[config.mk]
export PLATFORM = sky130hd
export DESIGN_NAME = sot_search
export DESIGN_NICKNAME = d
export VERILOG_FILES = /design/src/rtl/sparse_morton_offset_table_macros.svh /design/src/rtl/sot_pkg.sv /design/src/rtl/sot_search.sv
export SDC_FILE = /design/constraint.sdc
export NUM_CORES = 1
export LEC_CHECK = 0
export BUFFER_PORTS_ARGS = -buffer_cell sky130_fd_sc_hd__buf_2
export CORE_ASPECT_RATIO = 1.2
export CORE_MARGIN = 2
export CORE_UTILIZATION = 35
export DETAILED_ROUTE_END_ITERATION = 6
export GPL_TIMING_DRIVEN = 0
export PLACE_DENSITY_LB_ADDON = 0.15
export SYNTH_ARGS = -nofsm -noshare
export SYNTH_HDL_FRONTEND = slang
export SYNTH_SLANG_ARGS = --single-unit
[constraint.sdc]
create_clock -name clk_i -period 16.4 [get_ports clk_i]
set_clock_uncertainty 0.1 [all_clocks]
set_input_delay 1.64 -clock clk_i [delete_from_list [all_inputs] [get_ports clk_i]]
set_output_delay 1.64 -clock clk_i [all_outputs]
set_load 0.05 [all_outputs]
[src/rtl/sparse_morton_offset_table_macros.svh]
// Assertion helpers shared by the RTL
`ifndef SPARSE_MORTON_OFFSET_TABLE_MACROS_SVH
`define SPARSE_MORTON_OFFSET_TABLE_MACROS_SVH

// Check that a condition never holds out of reset
`define SOT_ASSERT_NEVER(lbl, clk, rst_n, cond) \
  lbl: assert property (@(posedge clk) disable iff (!rst_n) !(cond)) \
    else $error("forbidden condition seen");

// Check that a implies b in the same cycle
`define SOT_ASSERT_IMPLY(lbl, clk, rst_n, a, b) \
  lbl: assert property (@(posedge clk) disable iff (!rst_n) (a) |-> (b)) \
    else $error("implication violated");

// Check that a implies b in the next cycle
`define SOT_ASSERT_NEXT(lbl, clk, rst_n, a, b) \
  lbl: assert property (@(posedge clk) disable iff (!rst_n) (a) |=> (b)) \
    else $error("next-cycle implication violated");

`endif

[src/rtl/sot_pkg.sv]
package sot_pkg;

  // Defaults for the top level parameters
  localparam int SOT_MAX_LEVELS  = 10;
  localparam int SOT_TABLE_DEPTH = 2048;

  // Fixed field widths
  localparam int GRID_W    = 11;
  localparam int KEY_W     = 30;
  localparam int CODE_W    = 31;
  localparam int ENTRIES_W = 12;
  localparam int CFG_IDX_W = 2;

  // Configuration register indexes
  localparam logic [CFG_IDX_W-1:0] REG_GRID_X = 2'd0;
  localparam logic [CFG_IDX_W-1:0] REG_GRID_Y = 2'd1;
  localparam logic [CFG_IDX_W-1:0] REG_GRID_Z = 2'd2;

  // Operation codes
  localparam logic OP_BUILD  = 1'b0;
  localparam logic OP_LOOKUP = 1'b1;

  // Start pulses from the control to the workers
  typedef struct packed {
    logic build;
    logic lookup;
  } sot_start_t;

endpackage

[src/rtl/sot_search.sv]
module sot_search import sot_pkg::*; #(
  parameter int TABLE_DEPTH = SOT_TABLE_DEPTH,
  parameter int SW          = 3 * SOT_MAX_LEVELS,
  localparam int IDX_W = $clog2(TABLE_DEPTH),
  localparam int CNT_W = $clog2(TABLE_DEPTH + 1),
  localparam int SUMW  = ((SW > KEY_W) ? SW : KEY_W) + 1
) (
  input  logic              clk_i,
  input  logic              rst_ni,
  input  sot_start_t        start_i,
  input  logic [KEY_W-1:0]  key_i,
  input  logic [CNT_W-1:0]  count_i,
  output logic [IDX_W-1:0]  ram_raddr_o,
  input  logic [2*SW-1:0]   ram_rdata_i,
  output logic [CODE_W-1:0] code_o,
  output logic              done_o
);

  localparam logic [1:0] S_IDLE = 2'd0;
  localparam logic [1:0] S_TEST = 2'd1;
  localparam logic [1:0] S_WAIT = 2'd2;

  logic [1:0]       state_q, state_d;
  logic [CNT_W-1:0] lo_q, lo_d, hi_q, hi_d, mid_q, mid_d, span;
  logic [KEY_W-1:0] key_q, key_d;
  logic [SW-1:0]    off_q, off_d;
  logic             done_q, done_d;
  logic [SW-1:0]    rd_start, rd_off;
  logic [SUMW-1:0]  sum;

  assign rd_start = ram_rdata_i[2*SW-1:SW];
  assign rd_off   = ram_rdata_i[SW-1:0];
  assign span     = hi_q - lo_q;

  // Halve the range one memory read at a time
  always_comb begin
    state_d = state_q;
    lo_d    = lo_q;
    hi_d    = hi_q;
    mid_d   = mid_q;
    key_d   = key_q;
    off_d   = off_q;
    done_d  = 1'b0;
    unique case (state_q)
      S_IDLE: begin
        if (start_i.lookup) begin
          key_d   = key_i;
          lo_d    = '0;
          hi_d    = count_i;
          off_d   = '0;
          state_d = S_TEST;
        end
      end
      S_TEST: begin
        if (span > CNT_W'(1)) begin
          mid_d   = lo_q + (span >> 1);
          state_d = S_WAIT;
        end else begin
          done_d  = 1'b1;
          state_d = S_IDLE;
        end
      end
      S_WAIT: begin
        if (SUMW'(rd_start) <= SUMW'(key_q)) begin
          lo_d  = mid_q;
          off_d = rd_off;
        end else begin
          hi_d = mid_q;
        end
        state_d = S_TEST;
      end
      default: state_d = S_IDLE;
    endcase
  end

  always_ff @(posedge clk_i or negedge rst_ni) begin
    if (!rst_ni) begin
      state_q <= S_IDLE;
      done_q  <= 1'b0;
    end else begin
      state_q <= state_d;
      done_q  <= done_d;
    end
  end

  always_ff @(posedge clk_i) begin
    lo_q  <= lo_d;
    hi_q  <= hi_d;
    mid_q <= mid_d;
    key_q <= key_d;
    off_q <= off_d;
  end

  assign ram_raddr_o = IDX_W'(mid_d);
  assign sum    = SUMW'(key_q) + SUMW'(off_q);
  assign code_o = CODE_W'(sum);
  assign done_o = done_q;

endmodule

==> flow_metrics.env <==
export IMPL_gp_congestion=0.884
export IMPL_regArea_mm2=0.00285
export IMPL_cp_required_ps=14660
export IMPL_routedWlPerCell_um=16.8
export IMPL_drt_wl_total_um=17800
export IMPL_n_fill_cell=1849
export IMPL_synthTopCellsByArea="edfxtp_1, ha_1, a21o_1"
export IMPL_drtIter0Drc=244
export IMPL_synth_edf_count=85
export IMPL_port_buffers=147
export IMPL_setup_tns_ps=0
export IMPL_multiInputGateArea_mm2=0.00363
export IMPL_grt_max_degree=32
export IMPL_fin_crit_ps=5900
export IMPL_min_path_type="reg -> reg"
export IMPL_cts_made_buffers=9
export IMPL_setup_ws_ps=10500
export IMPL_syn_num_nets=830
export IMPL_stdcell_count=1060
export IMPL_end_kind="output pin"
export IMPL_cts_tree="yes"
export IMPL_slew_headroom_pct=48.3
export IMPL_synth_most_common_cell="edfxtp_1"
export IMPL_dp_cells=1043
export IMPL_drv_cap=0
export IMPL_yosys_top_cells_count="edfxtp_1, ha_1, inv_1, and2_1, a21oi_1"
export IMPL_yosysSeqAreaShare_pct=42.2
export IMPL_syn2layout_area_growth_pct=20.9
export IMPL_slew_violations=0
export IMPL_met3_length_um=901
export IMPL_die_y_um=156
export IMPL_drive_above_1_share_pct=22.8
export IMPL_finalHoldViolCount=0
export IMPL_m1WireLength_um=7460
export IMPL_clockBufferDepth=2
export IMPL_fmax_mhz=169
export IMPL_synthArstFlopShare_pct=3.03
export IMPL_ctsHoldBuffers=0
export IMPL_worstSetupStartpointType="flip-flop"
export IMPL_ant_nets=0
export IMPL_synthFlopType="edfxtp_1"
export IMPL_ys_types=58
export IMPL_rsz0062_at_grt="no"
export IMPL_setup_viol=0
export IMPL_synth_top_cell_by_area="edfxtp_1"
export IMPL_status="complete, no violations"
export IMPL_worstMarginPinSlew_ps=770
export IMPL_post_dp_hpwl_um=14100
export IMPL_final_util_pct=43.2
export IMPL_ios=149
export IMPL_row_count=55
export IMPL_drc=0
export IMPL_grt_pass1_wl_um=27300
export IMPL_vias_per_cell=5.01
export IMPL_ctsResizeCount=0
export IMPL_synth_top_cell_area_share_pct=37.9
export IMPL_core_area_mm2=0.0189
export IMPL_pre_cts_ws_ps=10860
export IMPL_dr_pass1_iters=4
export IMPL_syn_inst=638
export IMPL_highest_layer="met5"
export IMPL_cts_root_buf="clkbuf_16"
export IMPL_insertion_delay_ps=360
export IMPL_post_route_period_util_pct=36.0
export IMPL_htreeDepth=3
export IMPL_grt_overflow=0
export IMPL_worstSetupPathType="reg -> out"
export IMPL_syn_area_mm2=0.00674
export IMPL_start_util_pct=35.7
export IMPL_grt_pass1_vias=5450
export IMPL_synth_seq_cells=99
export IMPL_final_nets=990
export IMPL_die_area_mm2=0.0204
export IMPL_antenna_found_initial=2
export IMPL_avgSynthCellArea_um2=10.6
export IMPL_die_x_um=131
export IMPL_vias=5311
export IMPL_critPathMaxFanout=3
export IMPL_grt_usage_pct=17.6
export IMPL_post_cts_buffers=0
export IMPL_arrival_ps=4160
export IMPL_met2_length_um=9090
export IMPL_cts_clk_slew_worst_paths_ps=80
export IMPL_yosysWarnings=0
export IMPL_cts_sinks=99
## worst max-delay path, stage by stage (launching register included)
cell and delay, ps:
edfxtp_1 400, ha_1 230, inv_1 70, fa_1 450
ha_1 250, fa_1 410, a21o_1 170, a21oi_1 220
nor2b_1 80, o21a_1 210, o22ai_1 300, or4b_1 460
o211ai_1 100, mux2_1 170, buf_2 260
## sequential cells by signal, summed over array words and instances (netlist names)
| name | count |
|---|---|
| hi_q | 12 |
| lo_q | 12 |
| done_o | 1 |
| key_q | 30 |
| off_q | 30 |
| mid_q | 12 |
| state_q | 2 |
## metal layers
layer | up-vias | global-route usage [%]
met5 | - | 0
met4 | 2 | 5.42
met3 | 24 | 3.36
met2 | 138 | 32.2
met1 | 2495 | 20.6
li1 | 2652 | -
## kinds of logic (layout without fill, tap and decap cells)
logic type      Yosys count  after routing  synth area share (%)
xor+xnor                 42             42                  5.46
mux                      11             11                  2.34
simple gates            176            176                  14.0
compound gates          154            154                  15.6
buf+inv                  70            235                  4.01
flops                    99             99                  42.2
other cells               0              1                     0
fa+ha+maj                86             86                  16.3
## cell type report
cell class	instances	area share, %
Timing Repair Buffer	149	9.71
Antenna cell	1	0.0307
Tap cell	256	3.93
Inverter	61	2.81
Sequential cell	99	35.0
Clock inverter	3	0.261
Buffer	9	0.507
Clock buffer	13	3.19
Multi-Input combinational cell	469	44.6
## worst paths after layout
check | depth (start not counted) | startpoint | slack (ps) | endpoint
max reg2reg | 14 | hi_q[0] | 12670 | mid_q[10]
min reg2reg | 1 | mid_q[3] | 390 | mid_q[3]
min in group asynchronous | 1 | rst_ni | 970 | done_o
max in group asynchronous | 1 | rst_ni | 15130 | state_q[1]
min | 1 | mid_q[3] | 390 | mid_q[3]
max | 14 | lo_q[0] | 10500 | ram_raddr_o[10]
## placed cells by master (no fill, tap or decap), types with 4 or more instances in the layout
cell | Yosys | layout
and2_1 | 44 | 44
nor2_1 | 38 | 38
buf_2 | 0 | 147
nand2_1 | 28 | 28
nand3_1 | 10 | 10
nor4_1 | 4 | 4
o211ai_1 | 7 | 7
clkbuf_1 | 7 | 9
a21oi_1 | 41 | 41
nand2b_1 | 8 | 8
a211oi_1 | 4 | 4
xor2_1 | 14 | 14
nor2b_1 | 8 | 8
clkbuf_16 | 0 | 9
dfxtp_1 | 11 | 11
nor3_1 | 8 | 8
mux2_4 | 9 | 9
o21bai_1 | 5 | 5
a2111oi_0 | 4 | 4
nand4_1 | 9 | 9
and3_1 | 5 | 5
a311oi_1 | 4 | 4
edfxtp_1 | 85 | 85
o21a_1 | 6 | 6
a31oi_1 | 4 | 4
o21ai_0 | 16 | 15
a21o_1 | 39 | 39
inv_1 | 61 | 60
xnor2_1 | 28 | 28
ha_1 | 83 | 83
## stage by stage
stage / hold slack, ps / area [um2]
2_1_floorplan: 423 / 6740
3_3_place_gp: 369 / 7800
3_5_place_dp: 374 / 7860
4_1_cts: 394 / 8140
5_1_grt: 408 / 8140
6_report: 389 / 8150
Power is not shown: default switching activity piles up to over one toggle a cycle in this logic, so the estimate is an artifact.
