[src/rtl/sparse_morton_offset_table_macros.svh]
// Assertion helpers shared by the RTL
`ifndef SPARSE_MORTON_OFFSET_TABLE_MACROS_SVH
`define SPARSE_MORTON_OFFSET_TABLE_MACROS_SVH

// Check that a condition never holds out of reset
`define SOT_ASSERT_NEVER(lbl, clk, rst_n, cond) \
  lbl: assert property (@(posedge clk) disable iff (!rst_n) !(cond)) \
    else $error("forbidden condition seen");

// Check that a implies b in the same cycle
`define SOT_ASSERT_IMPLY(lbl, clk, rst_n, a, b) \
  lbl: assert property (@(posedge clk) disable iff (!rst_n) (a) |-> (b)) \
    else $error("implication violated");

// Check that a implies b in the next cycle
`define SOT_ASSERT_NEXT(lbl, clk, rst_n, a, b) \
  lbl: assert property (@(posedge clk) disable iff (!rst_n) (a) |=> (b)) \
    else $error("next-cycle implication violated");

`endif

[src/rtl/sot_pkg.sv]
package sot_pkg;

  // Defaults for the top level parameters
  localparam int SOT_MAX_LEVELS  = 10;
  localparam int SOT_TABLE_DEPTH = 2048;

  // Fixed field widths
  localparam int GRID_W    = 11;
  localparam int KEY_W     = 30;
  localparam int CODE_W    = 31;
  localparam int ENTRIES_W = 12;
  localparam int CFG_IDX_W = 2;

  // Configuration register indexes
  localparam logic [CFG_IDX_W-1:0] REG_GRID_X = 2'd0;
  localparam logic [CFG_IDX_W-1:0] REG_GRID_Y = 2'd1;
  localparam logic [CFG_IDX_W-1:0] REG_GRID_Z = 2'd2;

  // Operation codes
  localparam logic OP_BUILD  = 1'b0;
  localparam logic OP_LOOKUP = 1'b1;

  // Start pulses from the control to the workers
  typedef struct packed {
    logic build;
    logic lookup;
  } sot_start_t;

endpackage

[src/rtl/sot_walk.sv]
module sot_walk import sot_pkg::*; #(
  parameter int MAX_LEVELS  = SOT_MAX_LEVELS,
  parameter int TABLE_DEPTH = SOT_TABLE_DEPTH,
  localparam int CW    = MAX_LEVELS + 1,
  localparam int LW    = (MAX_LEVELS > 1) ? $clog2(MAX_LEVELS) : 1,
  localparam int DW    = $clog2(MAX_LEVELS + 1),
  localparam int SW    = 3 * MAX_LEVELS,
  localparam int IDX_W = $clog2(TABLE_DEPTH),
  localparam int CNT_W = $clog2(TABLE_DEPTH + 1)
) (
  input  logic              clk_i,
  input  logic              rst_ni,
  input  sot_start_t        start_i,
  input  logic [GRID_W-1:0] grid_x_i,
  input  logic [GRID_W-1:0] grid_y_i,
  input  logic [GRID_W-1:0] grid_z_i,
  output logic              ram_we_o,
  output logic [IDX_W-1:0]  ram_waddr_o,
  output logic [2*SW-1:0]   ram_wdata_o,
  output logic [CNT_W-1:0]  count_o,
  output logic              overflow_o,
  output logic              done_o
);

  localparam logic [1:0] W_IDLE  = 2'd0;
  localparam logic [1:0] W_STEP  = 2'd1;
  localparam logic [1:0] W_CLIMB = 2'd2;

  logic [1:0]       state_q, state_d;
  logic [LW-1:0]    top_q, top_d;
  logic [DW-1:0]    depth_q, depth_d;
  logic [CNT_W-1:0] count_q, count_d;
  logic             ovf_q, ovf_d;
  logic             pend_q, pend_d;
  logic             done_q, done_d;
  logic [SW-1:0]    boxes_q, boxes_d;
  logic [SW-1:0]    off_q, off_d;

  // Walk stack: child number and low corner of each level's cube
  logic [2:0]            child_q [MAX_LEVELS];
  logic [MAX_LEVELS-1:0] bx_q [MAX_LEVELS];
  logic [MAX_LEVELS-1:0] by_q [MAX_LEVELS];
  logic [MAX_LEVELS-1:0] bz_q [MAX_LEVELS];

  logic                  st_we, st_base_we;
  logic [LW-1:0]         st_idx;
  logic [2:0]            st_child;
  logic [MAX_LEVELS-1:0] st_bx, st_by, st_bz;

  // Effective grid sizes and their maxima
  logic [CW-1:0]         gx, gy, gz, biggest;
  logic [MAX_LEVELS-1:0] mx, my, mz;
  logic [DW-1:0]         depth_calc;

  function automatic logic [CW-1:0] eff_dim(input logic [GRID_W-1:0] r);
    logic [CW-1:0] g;
    if (r == '0) begin
      g = CW'(1);
    end else if (32'(r) > (32'd1 << MAX_LEVELS)) begin
      g = CW'(1) << MAX_LEVELS;
    end else begin
      g = CW'(r);
    end
    return g;
  endfunction

  always_comb begin
    gx = eff_dim(grid_x_i);
    gy = eff_dim(grid_y_i);
    gz = eff_dim(grid_z_i);
    mx = MAX_LEVELS'(gx - CW'(1));
    my = MAX_LEVELS'(gy - CW'(1));
    mz = MAX_LEVELS'(gz - CW'(1));
    biggest = gx;
    if (gy > biggest) biggest = gy;
    if (gz > biggest) biggest = gz;
    depth_calc = '0;
    for (int d = 0; d < MAX_LEVELS; d++) begin
      if ((CW'(1) << d) < biggest) depth_calc = depth_calc + DW'(1);
    end
  end

  // Octant under test at the top of the stack
  logic [2:0]            cur_child;
  logic [DW-1:0]         lg;
  logic [DW+1:0]         lg3;
  logic [CW-1:0]         len, xlo, ylo, zlo;
  logic [SW-1:0]         vol;
  logic                  full, empty;

  always_comb begin
    cur_child = child_q[top_q];
    lg  = DW'(depth_q - DW'(1) - DW'(top_q));
    lg3 = (DW+2)'(lg) + (DW+2)'({lg, 1'b0});
    len = CW'(1) << lg;
    vol = SW'(1) << lg3;
    xlo = CW'(bx_q[top_q]) + (cur_child[0] ? len : '0);
    ylo = CW'(by_q[top_q]) + (cur_child[1] ? len : '0);
    zlo = CW'(bz_q[top_q]) + (cur_child[2] ? len : '0);
    full = (CW'(mx) >= xlo + len - CW'(1)) && (CW'(my) >= ylo + len - CW'(1)) &&
           (CW'(mz) >= zlo + len - CW'(1));
    empty = (CW'(mx) < xlo) || (CW'(my) < ylo) || (CW'(mz) < zlo);
  end

  // Sequence the walk
  always_comb begin
    state_d  = state_q;
    top_d    = top_q;
    depth_d  = depth_q;
    count_d  = count_q;
    ovf_d    = ovf_q;
    pend_d   = pend_q;
    boxes_d  = boxes_q;
    off_d    = off_q;
    done_d   = 1'b0;
    st_we      = 1'b0;
    st_base_we = 1'b0;
    st_idx     = top_q;
    st_child   = cur_child + 3'd1;
    st_bx      = '0;
    st_by      = '0;
    st_bz      = '0;
    ram_we_o    = 1'b0;
    ram_waddr_o = IDX_W'(count_q);
    ram_wdata_o = {boxes_q, off_q};
    unique case (state_q)
      W_IDLE: begin
        if (start_i.build) begin
          depth_d  = depth_calc;
          count_d  = CNT_W'(1);
          ovf_d    = 1'b0;
          pend_d   = 1'b0;
          boxes_d  = '0;
          off_d    = '0;
          top_d    = '0;
          st_we      = 1'b1;
          st_base_we = 1'b1;
          st_idx     = '0;
          st_child   = '0;
          if (depth_calc == '0) begin
            done_d = 1'b1;
          end else begin
            state_d = W_STEP;
          end
        end
      end
      W_STEP: begin
        if (!full && !empty && lg != '0) begin
          // Split: push the octant as a new level
          st_we      = 1'b1;
          st_base_we = 1'b1;
          st_idx     = LW'(top_q + LW'(1));
          st_child   = '0;
          st_bx      = MAX_LEVELS'(xlo);
          st_by      = MAX_LEVELS'(ylo);
          st_bz      = MAX_LEVELS'(zlo);
          top_d      = LW'(top_q + LW'(1));
        end else begin
          if (full) begin
            if (pend_q) begin
              if (count_q < CNT_W'(TABLE_DEPTH)) begin
                ram_we_o = 1'b1;
                count_d  = count_q + CNT_W'(1);
              end else begin
                ovf_d = 1'b1;
              end
              pend_d = 1'b0;
            end
            boxes_d = boxes_q + vol;
          end else if (empty) begin
            pend_d = 1'b1;
            off_d  = off_q + vol;
          end
          // Advance to the next sibling; after the last one, climb or finish
          if (cur_child != 3'd7) begin
            st_we = 1'b1;
          end else if (top_q == '0) begin
            done_d  = 1'b1;
            state_d = W_IDLE;
          end else begin
            top_d   = top_q - LW'(1);
            state_d = W_CLIMB;
          end
        end
      end
      W_CLIMB: begin
        if (cur_child != 3'd7) begin
          st_we   = 1'b1;
          state_d = W_STEP;
        end else if (top_q == '0) begin
          done_d  = 1'b1;
          state_d = W_IDLE;
        end else begin
          top_d = top_q - LW'(1);
        end
      end
      default: state_d = W_IDLE;
    endcase
  end

  always_ff @(posedge clk_i or negedge rst_ni) begin
    if (!rst_ni) begin
      state_q <= W_IDLE;
      top_q   <= '0;
      depth_q <= '0;
      count_q <= CNT_W'(1);
      ovf_q   <= 1'b0;
      pend_q  <= 1'b0;
      done_q  <= 1'b0;
    end else begin
      state_q <= state_d;
      top_q   <= top_d;
      depth_q <= depth_d;
      count_q <= count_d;
      ovf_q   <= ovf_d;
      pend_q  <= pend_d;
      done_q  <= done_d;
    end
  end

  // Hold the running sums and the stack
  always_ff @(posedge clk_i) begin
    boxes_q <= boxes_d;
    off_q   <= off_d;
    if (st_we) begin
      child_q[st_idx] <= st_child;
    end
    if (st_base_we) begin
      bx_q[st_idx] <= st_bx;
      by_q[st_idx] <= st_by;
      bz_q[st_idx] <= st_bz;
    end
  end

  assign count_o    = count_q;
  assign overflow_o = ovf_q;
  assign done_o     = done_q;

endmodule

[config.mk]
export PLATFORM = sky130hd
export DESIGN_NAME = sot_walk
export DESIGN_NICKNAME = d
export VERILOG_FILES = /design/src/rtl/sparse_morton_offset_table_macros.svh /design/src/rtl/sot_pkg.sv /design/src/rtl/sot_walk.sv
export SDC_FILE = /design/constraint.sdc
export NUM_CORES = 1
export LEC_CHECK = 0
export BUFFER_PORTS_ARGS = -buffer_cell sky130_fd_sc_hd__buf_2
export CORE_MARGIN = 2
export CORE_UTILIZATION = 36
export CTS_CLUSTER_SIZE = 10
export DETAILED_ROUTE_END_ITERATION = 12
export SLEW_MARGIN = 20
export SYNTH_ARGS = -nofsm -noshare
export SYNTH_HDL_FRONTEND = slang
export SYNTH_SLANG_ARGS = --single-unit
[constraint.sdc]
create_clock -name clk_i -period 11.5 [get_ports clk_i]
set_input_delay 2.3 -clock clk_i [delete_from_list [all_inputs] [get_ports clk_i]]
set_output_delay 2.3 -clock clk_i [all_outputs]
set_load 0.005 [all_outputs]
==> out/summary.txt <==
status - finished clean
Synth Flop Type - edfxtp_1
final setup vio count - 0
DP Area - 29200 sq um
initial antenna violation count - 0
asr flop ratio synth - 6.02%
Reg area - 12300 sq um
post-synthesis cell count - 2349
FP Rows - 99
multi-input logic area - 13500 sq um
core area - 73000 sq um
design area - 30800 sq um
# DRC - 0
maxcap violations - 0
DRT iter0 DRCs - 1369
CP Capture Type - flop
Post-Syn Area per Cell - 11.3 sq um
number of global-route vias before repair - 19600
main area contributors after synthesis - edfxtp_1, ha_1, mux4_2
final WL - 71100 um
crit path kind - primary input to flop
pre-CTS setup slack - -0.405 ns
worst rel slew slack - 37.3%
Largest delay share family, worst path - compound AO/OA/AOI/OAI gates
Max clock buf depth - 3
R2R Path End - by_q[0][3]
worst setup path end - state_q[0]
layout cell share with drive strength beyond 1 - 18.6%
R2R setup slack - 2.08 ns
ant diodes - 0
CP max FO - 11
DR pass1 iterations - 6
net count after synthesis - 2650
area share of the leading cell type in the synthesized netlist - 44.2%
first-pass GRT wire length - 110000 um
I/O pin count - 123
Post-synth EDFFs - 390
Worst R2R Start - top_q[0]
post-route minimum period - 11.05 ns
DP Cell Count - 3482
setup TNS - 0 ns
maximum clock frequency - 90.5 MHz
Num Clock Sinks - 415
CTS tree - done
Worst Path Arrival - 11.54 ns
post-synthesis sequential area ratio - 46.5%
Mapped Area - 26500 sq um
number of synthesized register bits - 415
CP max stage delay - 0.43 ns
GP Congestion - 0.939
fillers - 6757
worst setup path startpoint - grid_x_i[8]
via count - 19500
final hold vios - 0
highest-delay cell along the critical path - xor3_1
Initial Util - 36.4%
worst-skew pair later-pin latency - 0.60 ns
CTS buffer count - 49
Yosys cell types - 95
clock transition at the registers of the reported paths - 0.06 ns
required time worst endpoint - 11.98 ns
part of the cycle the worst path needs - 96.1%
cell mode on critical path - buf_4
DP Wirelength - 50800 um
Max Slew Vio Count - 0
setup ws final - 0.446 ns
Post-Layout Cell Count - 3561
Hold Path Class - flop to flop
Syn. warnings - 0
Startpoint Class - primary input
Layout area overhead - 16.3%
DR vias/cell - 5.47
FF-to-FF path depth - 33
largest net degree at the start of global routing - 81
remaining antenna violation count - 0
actual slew at the worst max-slew pin - 0.934 ns
worst clock skew - 0.0195 ns
WL per Instance - 20.0 um
CTS Hold Bufs - 0
Final nets - 2880
port buffer count - 121
crit path buf inv count - 10
CP Depth - 54
die footprint - 75900 sq um
gr usage total - 18.5%
Die X - 275 um
root buffer cell - clkbuf_16
# H-tree levels - 2
Die H - 275 um
Yosys top cell by area - edfxtp_1
GRT Residual Overflow - 0
==> state kept, by name, summed over array words and instances, names as in the netlist <==
signal,cells
boxes_q,30
bx_q,100
by_q,100
bz_q,100
child_q,30
count_o,12
depth_q,4
done_o,1
off_q,30
overflow_o,1
pend_q,1
state_q,2
top_q,4
==> layer usage <==
metal | GRT usage (%) | part of all wire (%) | up-vias
met5 | 0 | 0 | -
met4 | 5.31 | 2.6 | 0
met3 | 2.11 | 4.0 | 112
met2 | 32.7 | 50 | 505
met1 | 24.0 | 44 | 9626
li1 | - | - | 9233
==> layout by cell type, fill, tap and decap left out, drive strengths merged, types with 66 or more instances in the layout <==
| master | netlist | layout |
|---|---|---|
| o21ai | 74 | 74 |
| clkbuf | 58 | 67 |
| edfxtp | 390 | 390 |
| buf | 30 | 267 |
| nor2 | 236 | 236 |
| a21oi | 167 | 167 |
| nand2 | 133 | 133 |
| inv | 152 | 154 |
| xnor2 | 80 | 80 |
| ha | 254 | 254 |
| mux4 | 66 | 66 |
==> worst reg2reg max path: cells and delay by family, from the launching register on <==
family,cells,cell delay [ns]
XOR/XNOR,3,1.22
buffers and inverters,4,0.59
AO/OA/AOI/OAI,13,2.77
flip-flops,1,0.48
adder cells (fa/ha/maj),7,2.13
AND/OR/NAND/NOR,6,1.91
==> synth_stat cells (all sizes together), types with 5 or more instances <==
| cell type | n |
|---|---|
| edfxtp | 390 |
| ha | 254 |
| nor2 | 236 |
| a21oi | 167 |
| inv | 152 |
| nand2 | 133 |
| xnor2 | 80 |
| o21ai | 74 |
| mux4 | 66 |
| clkbuf | 58 |
| a21o | 56 |
| nor3 | 56 |
| xor2 | 52 |
| a211oi | 48 |
| mux2i | 40 |
| nand3 | 40 |
| and2 | 39 |
| nor2b | 34 |
| buf | 30 |
| o21bai | 29 |
| dfrtp | 24 |
| nand2b | 24 |
| and3 | 23 |
| or3 | 22 |
| o21a | 20 |
| a31oi | 18 |
| nand4 | 13 |
| nor4 | 13 |
| or2 | 12 |
| fa | 10 |
| o211ai | 10 |
| o31ai | 9 |
| o31a | 8 |
| a2111oi | 7 |
| nand3b | 7 |
| o2111ai | 7 |
| a31o | 6 |
| a211o | 5 |
| a41oi | 5 |
| or4 | 5 |
==> worst min-delay path by stage <==
stage / from / end / slack (ns) / depth (start not counted)
final: overflow_o / overflow_o / 0.50 / 2
after global routing: depth_q[2] / depth_q[2] / 0.54 / 2
after detailed placement: overflow_o / overflow_o / 0.49 / 2
after CTS: overflow_o / overflow_o / 0.50 / 2
after global placement: depth_q[2] / depth_q[2] / 0.47 / 2
after floorplan: depth_q[2] / depth_q[2] / 0.45 / 2
==> kinds of logic after synthesis <==
kind of cell             count (synthesis)  share of synthesized area (%)
AND/OR/NAND/NOR                        666                           12.0
buffers and inverters                  241                           3.64
XOR/XNOR                               135                           4.68
flip-flops                             415                           46.5
AO/OA/AOI/OAI                          520                           13.1
adder cells (fa/ha/maj)                264                           12.7
multiplexers                           108                           7.26
==> repair_timing <==
action,4_1_cts,5_1_grt
gates resized for setup,0,42
setup buffers,0,5
endpoints found under the setup margin,0,5
hold endpoints to repair,0,0
==> cell type report <==
type / count / share of cell area [%]
Multi-Input combinational cell: 1693 / 43.9
Clock inverter: 7 / 0.268
Inverter: 153 / 1.86
Sequential cell: 415 / 40.0
Clock buffer: 67 / 4.29
Tap cell: 959 / 3.89
Timing Repair Buffer: 267 / 5.78
==> per-stage QoR <==
step,util [%],hold slack [ns]
final,42.3,0.497
after global routing,42.3,0.535
after CTS,41.9,0.500
after detailed placement,40.0,0.485
after global placement,39.9,0.468
after floorplan,-,0.450
Power is not shown: default switching activity piles up to over one toggle a cycle in this logic, so the estimate is an artifact.
