===== src/rtl/sparse_morton_offset_table_macros.svh =====
// Assertion helpers shared by the RTL
`ifndef SPARSE_MORTON_OFFSET_TABLE_MACROS_SVH
`define SPARSE_MORTON_OFFSET_TABLE_MACROS_SVH

// Check that a condition never holds out of reset
`define SOT_ASSERT_NEVER(lbl, clk, rst_n, cond) \
  lbl: assert property (@(posedge clk) disable iff (!rst_n) !(cond)) \
    else $error("forbidden condition seen");

// Check that a implies b in the same cycle
`define SOT_ASSERT_IMPLY(lbl, clk, rst_n, a, b) \
  lbl: assert property (@(posedge clk) disable iff (!rst_n) (a) |-> (b)) \
    else $error("implication violated");

// Check that a implies b in the next cycle
`define SOT_ASSERT_NEXT(lbl, clk, rst_n, a, b) \
  lbl: assert property (@(posedge clk) disable iff (!rst_n) (a) |=> (b)) \
    else $error("next-cycle implication violated");

`endif


===== src/rtl/sot_ram.sv =====
module sot_ram #(
  parameter int WIDTH = 8,
  parameter int DEPTH = 16,
  localparam int AW = (DEPTH > 1) ? $clog2(DEPTH) : 1
) (
  input  logic             clk_i,
  input  logic             we_i,
  input  logic [AW-1:0]    waddr_i,
  input  logic [WIDTH-1:0] wdata_i,
  input  logic [AW-1:0]    raddr_i,
  output logic [WIDTH-1:0] rdata_o
);

  logic [WIDTH-1:0] mem_q [DEPTH];
  logic [WIDTH-1:0] rdata_q;

  // Write one entry, register the read
  always_ff @(posedge clk_i) begin
    if (we_i) begin
      mem_q[waddr_i] <= wdata_i;
    end
    rdata_q <= mem_q[raddr_i];
  end

  assign rdata_o = rdata_q;

endmodule


===== config.mk =====
export PLATFORM = sky130hd
export DESIGN_NAME = sot_ram
export DESIGN_NICKNAME = d
export VERILOG_FILES = /design/src/rtl/sparse_morton_offset_table_macros.svh /design/src/rtl/sot_ram.sv
export SDC_FILE = /design/constraint.sdc
export NUM_CORES = 1
export LEC_CHECK = 0
export BUFFER_PORTS_ARGS = -buffer_cell sky130_fd_sc_hd__buf_2
export CAP_MARGIN = 10
export CORE_MARGIN = 5
export CORE_UTILIZATION = 55
export CTS_CLUSTER_SIZE = 28
export DETAILED_ROUTE_END_ITERATION = 10
export GPL_TIMING_DRIVEN = 0
export PLACE_DENSITY = 0.73
export SETUP_SLACK_MARGIN = 0.1
export SYNTH_ARGS = -nofsm -noshare
export SYNTH_HDL_FRONTEND = slang
export SYNTH_SLANG_ARGS = --single-unit

===== constraint.sdc =====
create_clock -name clk_i -period 2.15 [get_ports clk_i]
set_input_delay 0.1075 -clock clk_i [delete_from_list [all_inputs] [get_ports clk_i]]
set_output_delay 0.1075 -clock clk_i [all_outputs]
set_load 0.02 [all_outputs]

==> out/results.ini, run 1 <==
[sta]
drv_slew=0
maxSlewHeadroom_pct=25.3
period_share_pct=65.5
post-route-min-period_ps=1410
finalClockSkew_ps=6.47
max_clock_freq_mhz=710
fin_tns_setup_ps=0
setup_viol=0
hold_viol=0
rsz0062_at_grt=no
tightestPinTransition_ps=1110

[global_route]
grt_start_max_net_pins=17
grt_use_total_pct=19.4
antenna_found_initial=0
grt_first_pass_wirelength_microns=15200
grt_pass1_vias=2491
overflow=0

[detailed_routing]
drt_first_pass_iters=4
num_vias=2505
drtIter0Drc=195
wl_per_cell_microns=24.7
wl_microns=10100
ant_nets=0
drc=0
vias_per_cell=6.15

[synthesis]
synth_top_area_share_pct=74.7
syn_area_per_cell_sq_um=22.5
async_flop_share_pct=0
synthTopCellsByArea=edfxtp_1 75%, mux4_2 7.9%, mux4_1 7.1%
syn_inst=229
synthesis.area_sq_um=5150
yosysMostFrequentCell=edfxtp_1
synth_commonest_cells=128 x edfxtp_1, 18 x mux4_2, 16 x a22oi_1
yosysUniqueCellTypes=19
yosys_most_used_dff=edfxtp_1
ys_warn_count=0
ys_seq_area_share_pct=77.8
synth_edf_count=128
synthesis.nets=247
ys_ff_latch=136
synth_top_cell_by_area=edfxtp_1

[status]
status=complete, no violations

[placement]
dp_hpwl_microns=5950
gp_congestion=0.733
port_buffers=24
placed_cells=365

[worst_setup_path]
critical_path.max_stage_delay_ps=510
required_ps=2540
cp-end-kind=register
critical_path.cell_chain=mux4_2, a22oi_1, nand2_1
crit_slowest_cell=mux4_2
arrival_ps=1790
worstSetupStartpointType=register
critical_path_class=register to register
cp_max_fo=1

[clock_network]
post_cts_resized=0
clockBufferDepth=2
cts_root_buf=clkbuf_8
numCtsBuffers=17
cts_max_level=4
cts_sinks=136
clk_pin_slew_ps=60
clkLatencyLatePin_ps=510
cts_tree=built

[job]
maxCapViolations=0

[die]
die_w_microns=107
rows=35
start_util_pct=56.0
io_pins=26
die_h_microns=107
core-area_sq_um=9200
dieArea_sq_um=11400

[final_layout]
fin_cells=407
area_growth_pct=19.0
seqCellArea_sq_um=4000
diodes=0
nNetsFinal=301
fillers=588
multi_input_area_sq_um=1060
drive_above_1_share_pct=28.4

[power_and_ir_drop]
p_leak_nw=2.08
ir_drop_mv=0.728
powerDensity_nw_per_um2=1030

[worst_hold_path]
hp-class=primary input to register

-- logic make-up after synthesis --
family	count (synthesis)	share of synthesized area [%]
buffers and inverters	10	1.68
AND/OR/NAND/NOR	35	3.18
multiplexers	32	15.0
AO/OA/AOI/OAI	16	2.33
flip-flops	136	77.8
-- worst max-delay path, delay by kind of cell (launching register included) --
kind / cells / cell delay, ps
compound gates: 1 / 320
flops: 1 / 370
mux: 1 / 510
simple gates: 1 / 90
-- metal layers --
layer / share of wire (%) / track usage, % / vias to the layer above
met1: 43 / 27.8 / 1299
met2: 49 / 29.1 / 116
met4: 1.3 / 6.48 / 0
li1: - / - / 1081
met5: 0 / 0 / -
met3: 6.5 / 5.66 / 9
-- state kept, by name, summed over array words and instances, names as in the netlist --
signal,cells
mem_q,128
rdata_o,8
-- where the power goes --
group          leakage (nW)  switching [mW]  internal [mW]
Clock                 0.290            1.04           1.99
Combinational         0.564           0.185          0.128
Sequential             1.22          0.0142           2.96
Total                  2.08            1.24           5.08
-- metrics by stage --
step	hold WS [ps]	power, mW	utilization (%)	worst slack [ps]	cell area (sq um)
2_1_floorplan	206	3.20	-	550	5150
3_3_place_gp	505	3.32	58.8	-19.1	5410
3_5_place_dp	523	3.33	58.8	222	5410
4_1_cts	23.4	6.35	66.5	732	6110
5_1_grt	37.1	6.50	66.6	685	6130
6_report	50.7	6.32	66.6	742	6130
-- timing repair --
item,CTS,global route
hold buffers,8,0
setup buffers,0,0
hold endpoints to repair,124,0
-- path summary, 6_finish.rpt --
path	from	endpoint	slack, ps	cells after the start
hold / removal	waddr_i[1]	mem_q[12][4]$_DFFE_PP_	50	2
setup / recovery	mem_q[15][0]$_DFFE_PP_	rdata_o[0]$_DFF_P_	740	3
setup reg to reg	mem_q[15][0]$_DFFE_PP_	rdata_o[0]$_DFF_P_	740	3
hold reg to reg	mem_q[10][2]$_DFFE_PP_	rdata_o[2]$_DFF_P_	690	3
-- final cells by class --
cell class	count	share of cell area, %
Clock buffer	18	6.82
Buffer	10	1.41
Timing Repair Buffer	35	3.55
Clock inverter	14	3.35
Sequential cell	136	65.3
Multi-Input combinational cell	83	17.3
Tap cell	111	2.27
-- layout by cell type, fill, tap and decap left out, types with 5 or more instances in the layout --
cell type / instances
mux4_1: 14
nor2_1: 13
nand2_1: 9
clkbuf_16: 16
mux4_2: 18
dfxtp_1: 8
buf_2: 29
dlygate4sd3_1: 8
edfxtp_1: 128
a22oi_1: 16
bufinv_16: 5
Note: power is estimated with default switching activity, not from simulation.
==> run 2: changes to the inputs <==
Clock period 2.15 ns to 1.5 ns, I/O delays scaled along.
==> out/results.ini, run 2 (synthesis results as in run 1) <==
[detailed_routing]
drc=0  ; unchanged
drt-met1-wl_microns=4020  ; was 4330 microns
num_vias=2420  ; was 2,505
ant_nets=0  ; unchanged
drt_first_pass_iters=5  ; was 4
wl_microns=9690  ; was 10,100 microns
dr_wl_met2_microns=4860  ; was 4950 microns
routed.top_layer=met4  ; unchanged
wl_met3_microns=689  ; was 655 microns
vias_per_cell=5.98  ; was 6.15
drtIter0Drc=170  ; was 195
wl_per_cell_microns=23.9  ; was 24.7 microns

[worst_setup_path]
crit_slowest_cell=mux4_1  ; was mux4_2
cp-end-kind=register  ; unchanged
critical_path_class=register to register  ; unchanged
required_ps=1890  ; was 2540 ps
cp_max_fo=1  ; unchanged
critical_path.cell_chain=mux4_1, a22oi_1, nand2_1  ; was mux4_2, a22oi_1, nand2_1
critical_path.max_stage_delay_ps=550  ; was 510 ps
worstSetupStartpointType=register  ; unchanged
arrival_ps=1790  ; about the same

[sta]
hold_viol=0  ; unchanged
setup_viol=0  ; unchanged
maxSlewHeadroom_pct=18.7  ; was 25.3%
drv_slew=0  ; unchanged
rsz0062_at_grt=no  ; unchanged
tightestPinTransition_ps=1210  ; was 1110 ps
max_clock_freq_mhz=719  ; was 710 MHz
post-route-min-period_ps=1390  ; was 1410 ps
period_share_pct=92.8  ; was 65.5%
holdWs_ps=42.7  ; was 50.7 ps
finalClockSkew_ps=8.58  ; was 6.47 ps

[placement]
dp_hpwl_microns=6000  ; was 5950 microns
port_buffers=24  ; unchanged
placed_cells=364  ; was 365
gp_congestion=0.701  ; was 0.733

[die]
io_pins=26  ; unchanged
die_h_microns=107  ; unchanged
dieArea_sq_um=11400  ; unchanged
start_util_pct=56.0  ; unchanged
die_w_microns=107  ; unchanged
rows=35  ; unchanged
core-area_sq_um=9200  ; unchanged

[power_and_ir_drop]
p_leak_nw=2.06  ; was 2.08 nW
power.share.combinational_pct=5.2  ; was 4.9%
ir_drop_mv=0.861  ; was 0.728 mV
powerDensity_nw_per_um2=1420  ; was 1030 nW/um^2
clkPwrFrac_pct=45.1  ; was 47.9%
p_seq_share_pct=49.7  ; was 47.1%
switching_power_mw=1.68  ; was 1.24 mW
p_int_mw=6.92  ; was 5.08 mW
sw_frac_of_total_pct=19.6  ; was 19.7%

[global_route]
grt_first_pass_wirelength_microns=14800  ; was 15,200 microns
antenna_found_initial=0  ; unchanged
grt_use_total_pct=18.8  ; was 19.4%
overflow=0  ; unchanged
grt_start_max_net_pins=17  ; unchanged
grt_pass1_vias=2516  ; was 2,491

[clock_network]
numCtsBuffers=17  ; unchanged
clockBufferDepth=2  ; unchanged
cts_sinks=136  ; unchanged
cts_max_level=4  ; unchanged
clkLatencyLatePin_ps=520  ; was 510 ps
cts_root_buf=clkbuf_8  ; unchanged
cts_tree=built  ; unchanged
postCtsSetupBuffers=0  ; unchanged
clk_pin_slew_ps=60  ; about the same

[final_layout]
regMostFlops=mem_q  ; unchanged
final_common_cell=edfxtp_1  ; unchanged
layout_common_cells=128 x edfxtp_1, 29 x buf_2, 18 x mux4_2, 16 x clkbuf_16  ; was 128 x edfxtp_1, 29 x buf_2, 18 x mux4_2, 16 x a22oi_1, 16 x clkbuf_16
diodes=0  ; unchanged
nNetsFinal=300  ; was 301
drive_above_1_share_pct=28.6  ; was 28.4%
largest_reg_flops=128  ; unchanged
fillers=582  ; was 588
fin_cells=405  ; was 407
area_growth_pct=17.9  ; was 19.0%

[worst_hold_path]
hp-class=primary input to register  ; unchanged

[status]
status=complete, no violations  ; unchanged

[job]
maxCapViolations=0  ; unchanged

run 2: worst max-delay path: cells and delay by family (launching register included):
family	cells	cell delay (ps)
compound gates	1	260
simple gates	1	90
flops	1	360
mux	1	550
run 2: cell type report:
class | instances | area [sq um] | share of cell area [%]
clock buffer | 19 | 422 | 6.95
multi-input combinational | 83 | 1070 | 17.7
timing repair buffer | 34 | 210 | 3.46
clock inverter | 12 | 134 | 2.21
tap | 111 | 139 | 2.29
sequential | 136 | 4000 | 66.0
buffer | 10 | 86.3 | 1.42
run 2: per-layer routing:
layer / global-route usage, % / vias to the layer above
met5: 0 / -
li1: - / 1078
met3: 5.36 / 6
met1: 25.0 / 1245
met2: 29.9 / 91
met4: 7.12 / 0
run 2: worst paths after layout:
kind | start | endpoint | slack [ps] | cells after the start
worst min register to register | mem_q[11][1]$_DFFE_PP_ | rdata_o[1]$_DFF_P_ | 680 | 3
worst min-delay path | raddr_i[1] | rdata_o[0]$_DFF_P_ | 40 | 4
worst max-delay path | mem_q[5][3]$_DFFE_PP_ | rdata_o[3]$_DFF_P_ | 110 | 3
worst max register to register | mem_q[5][3]$_DFFE_PP_ | rdata_o[3]$_DFF_P_ | 110 | 3
run 2: through the flow:
step / util, % / total power, mW / instance area (sq um) / TNS, ps / worst slack [ps]
6_report: 66.0 / 8.60 / 6070 / 0 / 108
2_1_floorplan: - / 4.59 / 5150 / 0 / 159
3_5_place_dp: 58.8 / 4.78 / 5410 / -15380 / -382
5_1_grt: 66.0 / 8.86 / 6070 / 0 / 117
4_1_cts: 65.8 / 8.65 / 6050 / 0 / 107
3_3_place_gp: 58.8 / 4.76 / 5410 / -13810 / -371
run 2: timing repair:
action,4_1_cts,5_1_grt
hold endpoints to repair,128,0
endpoints found under the setup margin,1,1
hold buffers,8,0
gates resized for setup,1,1
run 2: power groups by stage:
| stage | registers, mW | logic [mW] | clock network, mW |
|---|---|---|---|
| after global placement | 4.34 | 0.418 | 0 |
| after global routing | 4.28 | 0.484 | 4.10 |
| after detailed placement | 4.35 | 0.430 | 0 |
| after floorplan | 4.38 | 0.216 | 0 |
| final | 4.27 | 0.449 | 3.88 |
| after CTS | 4.27 | 0.451 | 3.92 |
==> run 3: changes to the inputs <==
Settings changed: PLACE_DENSITY 0.73 to 0.72.
==> out/results.ini, run 3 (synthesis results as in run 1) <==
[status]
status=complete, no violations  ; unchanged

[worst_setup_path]
cp-end-kind=register  ; unchanged
rr_startpoint=mem_q[2][0]$_DFFE_PP_  ; was mem_q[5][3]$_DFFE_PP_
required_ps=1870  ; was 1890 ps
critical_path_class=register to register  ; unchanged
setup.worst_path.start=mem_q[2][0]$_DFFE_PP_  ; was mem_q[5][3]$_DFFE_PP_
cp_max_fo=1  ; unchanged
worstSetupStartpointType=register  ; unchanged
arrival_ps=1750  ; was 1790 ps

[final_layout]
drive_above_1_share_pct=30.7  ; was 28.6%
regMostFlops=mem_q  ; unchanged
final_common_cell=edfxtp_1  ; unchanged
area_growth_pct=17.9  ; about the same
nNetsFinal=301  ; was 300
fin_util_pct=66.0  ; about the same
largest_reg_flops=128  ; unchanged
layout_common_cells=128 x edfxtp_1, 29 x buf_2, 19 x mux4_2, 16 x clkbuf_16  ; was 128 x edfxtp_1, 29 x buf_2, 18 x mux4_2, 16 x clkbuf_16
finish.instance_area_sq_um=6070  ; about the same
fillers=590  ; was 582
diodes=0  ; unchanged

[detailed_routing]
drt_first_pass_iters=4  ; was 5
num_vias=2405  ; was 2,420
drc=0  ; unchanged
wl_microns=9690  ; unchanged
ant_nets=0  ; unchanged
wl_per_cell_microns=23.8  ; was 23.9 microns
vias_per_cell=5.91  ; was 5.98
drtIter0Drc=148  ; was 170

[global_route]
antenna_found_initial=0  ; unchanged
grt_use_total_pct=19.0  ; was 18.8%
grt_start_max_net_pins=17  ; unchanged
grt_pass1_vias=2499  ; was 2,516
overflow=0  ; unchanged
grt_first_pass_wirelength_microns=15100  ; was 14,800 microns

[placement]
gp_congestion=0.721  ; was 0.701
postPlaceCellArea_sq_um=5410  ; unchanged
port_buffers=24  ; unchanged
dp_slack_ps=-356  ; was -382 ps
dp_hpwl_microns=5960  ; was 6000 microns

[worst_hold_path]
hp-class=primary input to register  ; unchanged
hp-start=waddr_i[0]  ; was raddr_i[1]

[clock_network]
clk_pin_slew_ps=60  ; about the same
numCtsBuffers=17  ; unchanged
cts_max_level=4  ; unchanged
cts_tree=built  ; unchanged
clkLatencyLatePin_ps=500  ; was 520 ps
cts_root_buf=clkbuf_8  ; unchanged
clockBufferDepth=2  ; unchanged
cts_sinks=136  ; unchanged
postCtsSetupBuffers=0  ; unchanged

[die]
dieArea_sq_um=11400  ; unchanged
io_pins=26  ; unchanged
die_w_microns=107  ; unchanged
core-area_sq_um=9200  ; unchanged
rows=35  ; unchanged
start_util_pct=56.0  ; unchanged
die_h_microns=107  ; unchanged

[sta]
finalClockSkew_ps=10.3  ; was 8.58 ps
fin_tns_setup_ps=0  ; unchanged
fin_ws_ps=128  ; was 108 ps
drv_slew=0  ; unchanged
tightestPinTransition_ps=819  ; was 1210 ps
maxSlewHeadroom_pct=45.2  ; was 18.7%
hold_viol=0  ; unchanged
rsz0062_at_grt=no  ; unchanged
period_share_pct=91.5  ; was 92.8%
max_clock_freq_mhz=729  ; was 719 MHz
setup_viol=0  ; unchanged
post-route-min-period_ps=1370  ; was 1390 ps

[power_and_ir_drop]
p_leak_nw=2.05  ; was 2.06 nW
powerDensity_nw_per_um2=1390  ; was 1420 nW/um^2
ir_drop_mv=0.775  ; was 0.861 mV

[job]
maxCapViolations=0  ; unchanged

[run 3: changes by cell type in the layout (fill, tap and decap cells not counted), sizes merged]
cell	previous run	this run
clkinvlp	1	2
clkinv	8	6
bufinv	3	1
clkbuf	19	24
[run 3: where the power goes]
| part | total, mW | leakage [nW] | switching, mW | internal [mW] |
|---|---|---|---|---|
| logic | 0.457 | 0.563 | 0.269 | 0.188 |
| registers | 4.27 | 1.22 | 0.0198 | 4.25 |
| clock network | 3.71 | 0.265 | 1.40 | 2.31 |
| total | 8.44 | 2.05 | 1.69 | 6.74 |
[run 3: area by class of cell]
class	count	area, sq um	share of cell area, %
plain buffers	10	86.3	1.42
multi-input cells	83	1080	17.8
well taps	111	139	2.29
repair buffers	35	218	3.59
clock buffers	23	467	7.69
clock inverters	9	73.8	1.22
flip-flops and latches	136	4000	66.0
[run 3: worst paths after layout]
check        slack (ps)                     to  cells after the start
max                 130     rdata_o[0]$_DFF_P_                      3
min                  30  mem_q[4][5]$_DFFE_PP_                      2
max reg2reg         130     rdata_o[0]$_DFF_P_                      3
min reg2reg         680     rdata_o[3]$_DFF_P_                      3
[run 3: timing repair]
item / in CTS / in global routing
resized for setup: 2 / 4
hold endpoints to repair: 128 / 0
pin swaps: 0 / 1
hold buffers: 8 / 0
endpoints found under the setup margin: 2 / 5
[run 3: metrics by stage]
| step | hold slack [ps] | power [mW] | instances |
|---|---|---|---|
| 2_1_floorplan | 174 | 4.59 | 229 |
| 3_3_place_gp | 472 | 4.76 | 364 |
| 3_5_place_dp | 485 | 4.78 | 364 |
| 4_1_cts | 42.1 | 8.48 | 404 |
| 5_1_grt | 31.8 | 8.72 | 407 |
| 6_report | 34.3 | 8.44 | 407 |
[run 3: critical path, cell delays in order, from the launching register on]
cell and delay, ps:
edfxtp_1 360, mux4_1 520, a22oi_2 260, nand2_1 110
[run 3: metal layers]
metal	up-vias	share of wire [%]	global-route usage (%)
met1	1237	45	26.5
met2	79	48	29.2
li1	1080	-	-
met3	9	5.4	5.12
met4	0	1.6	6.76
met5	-	0	0
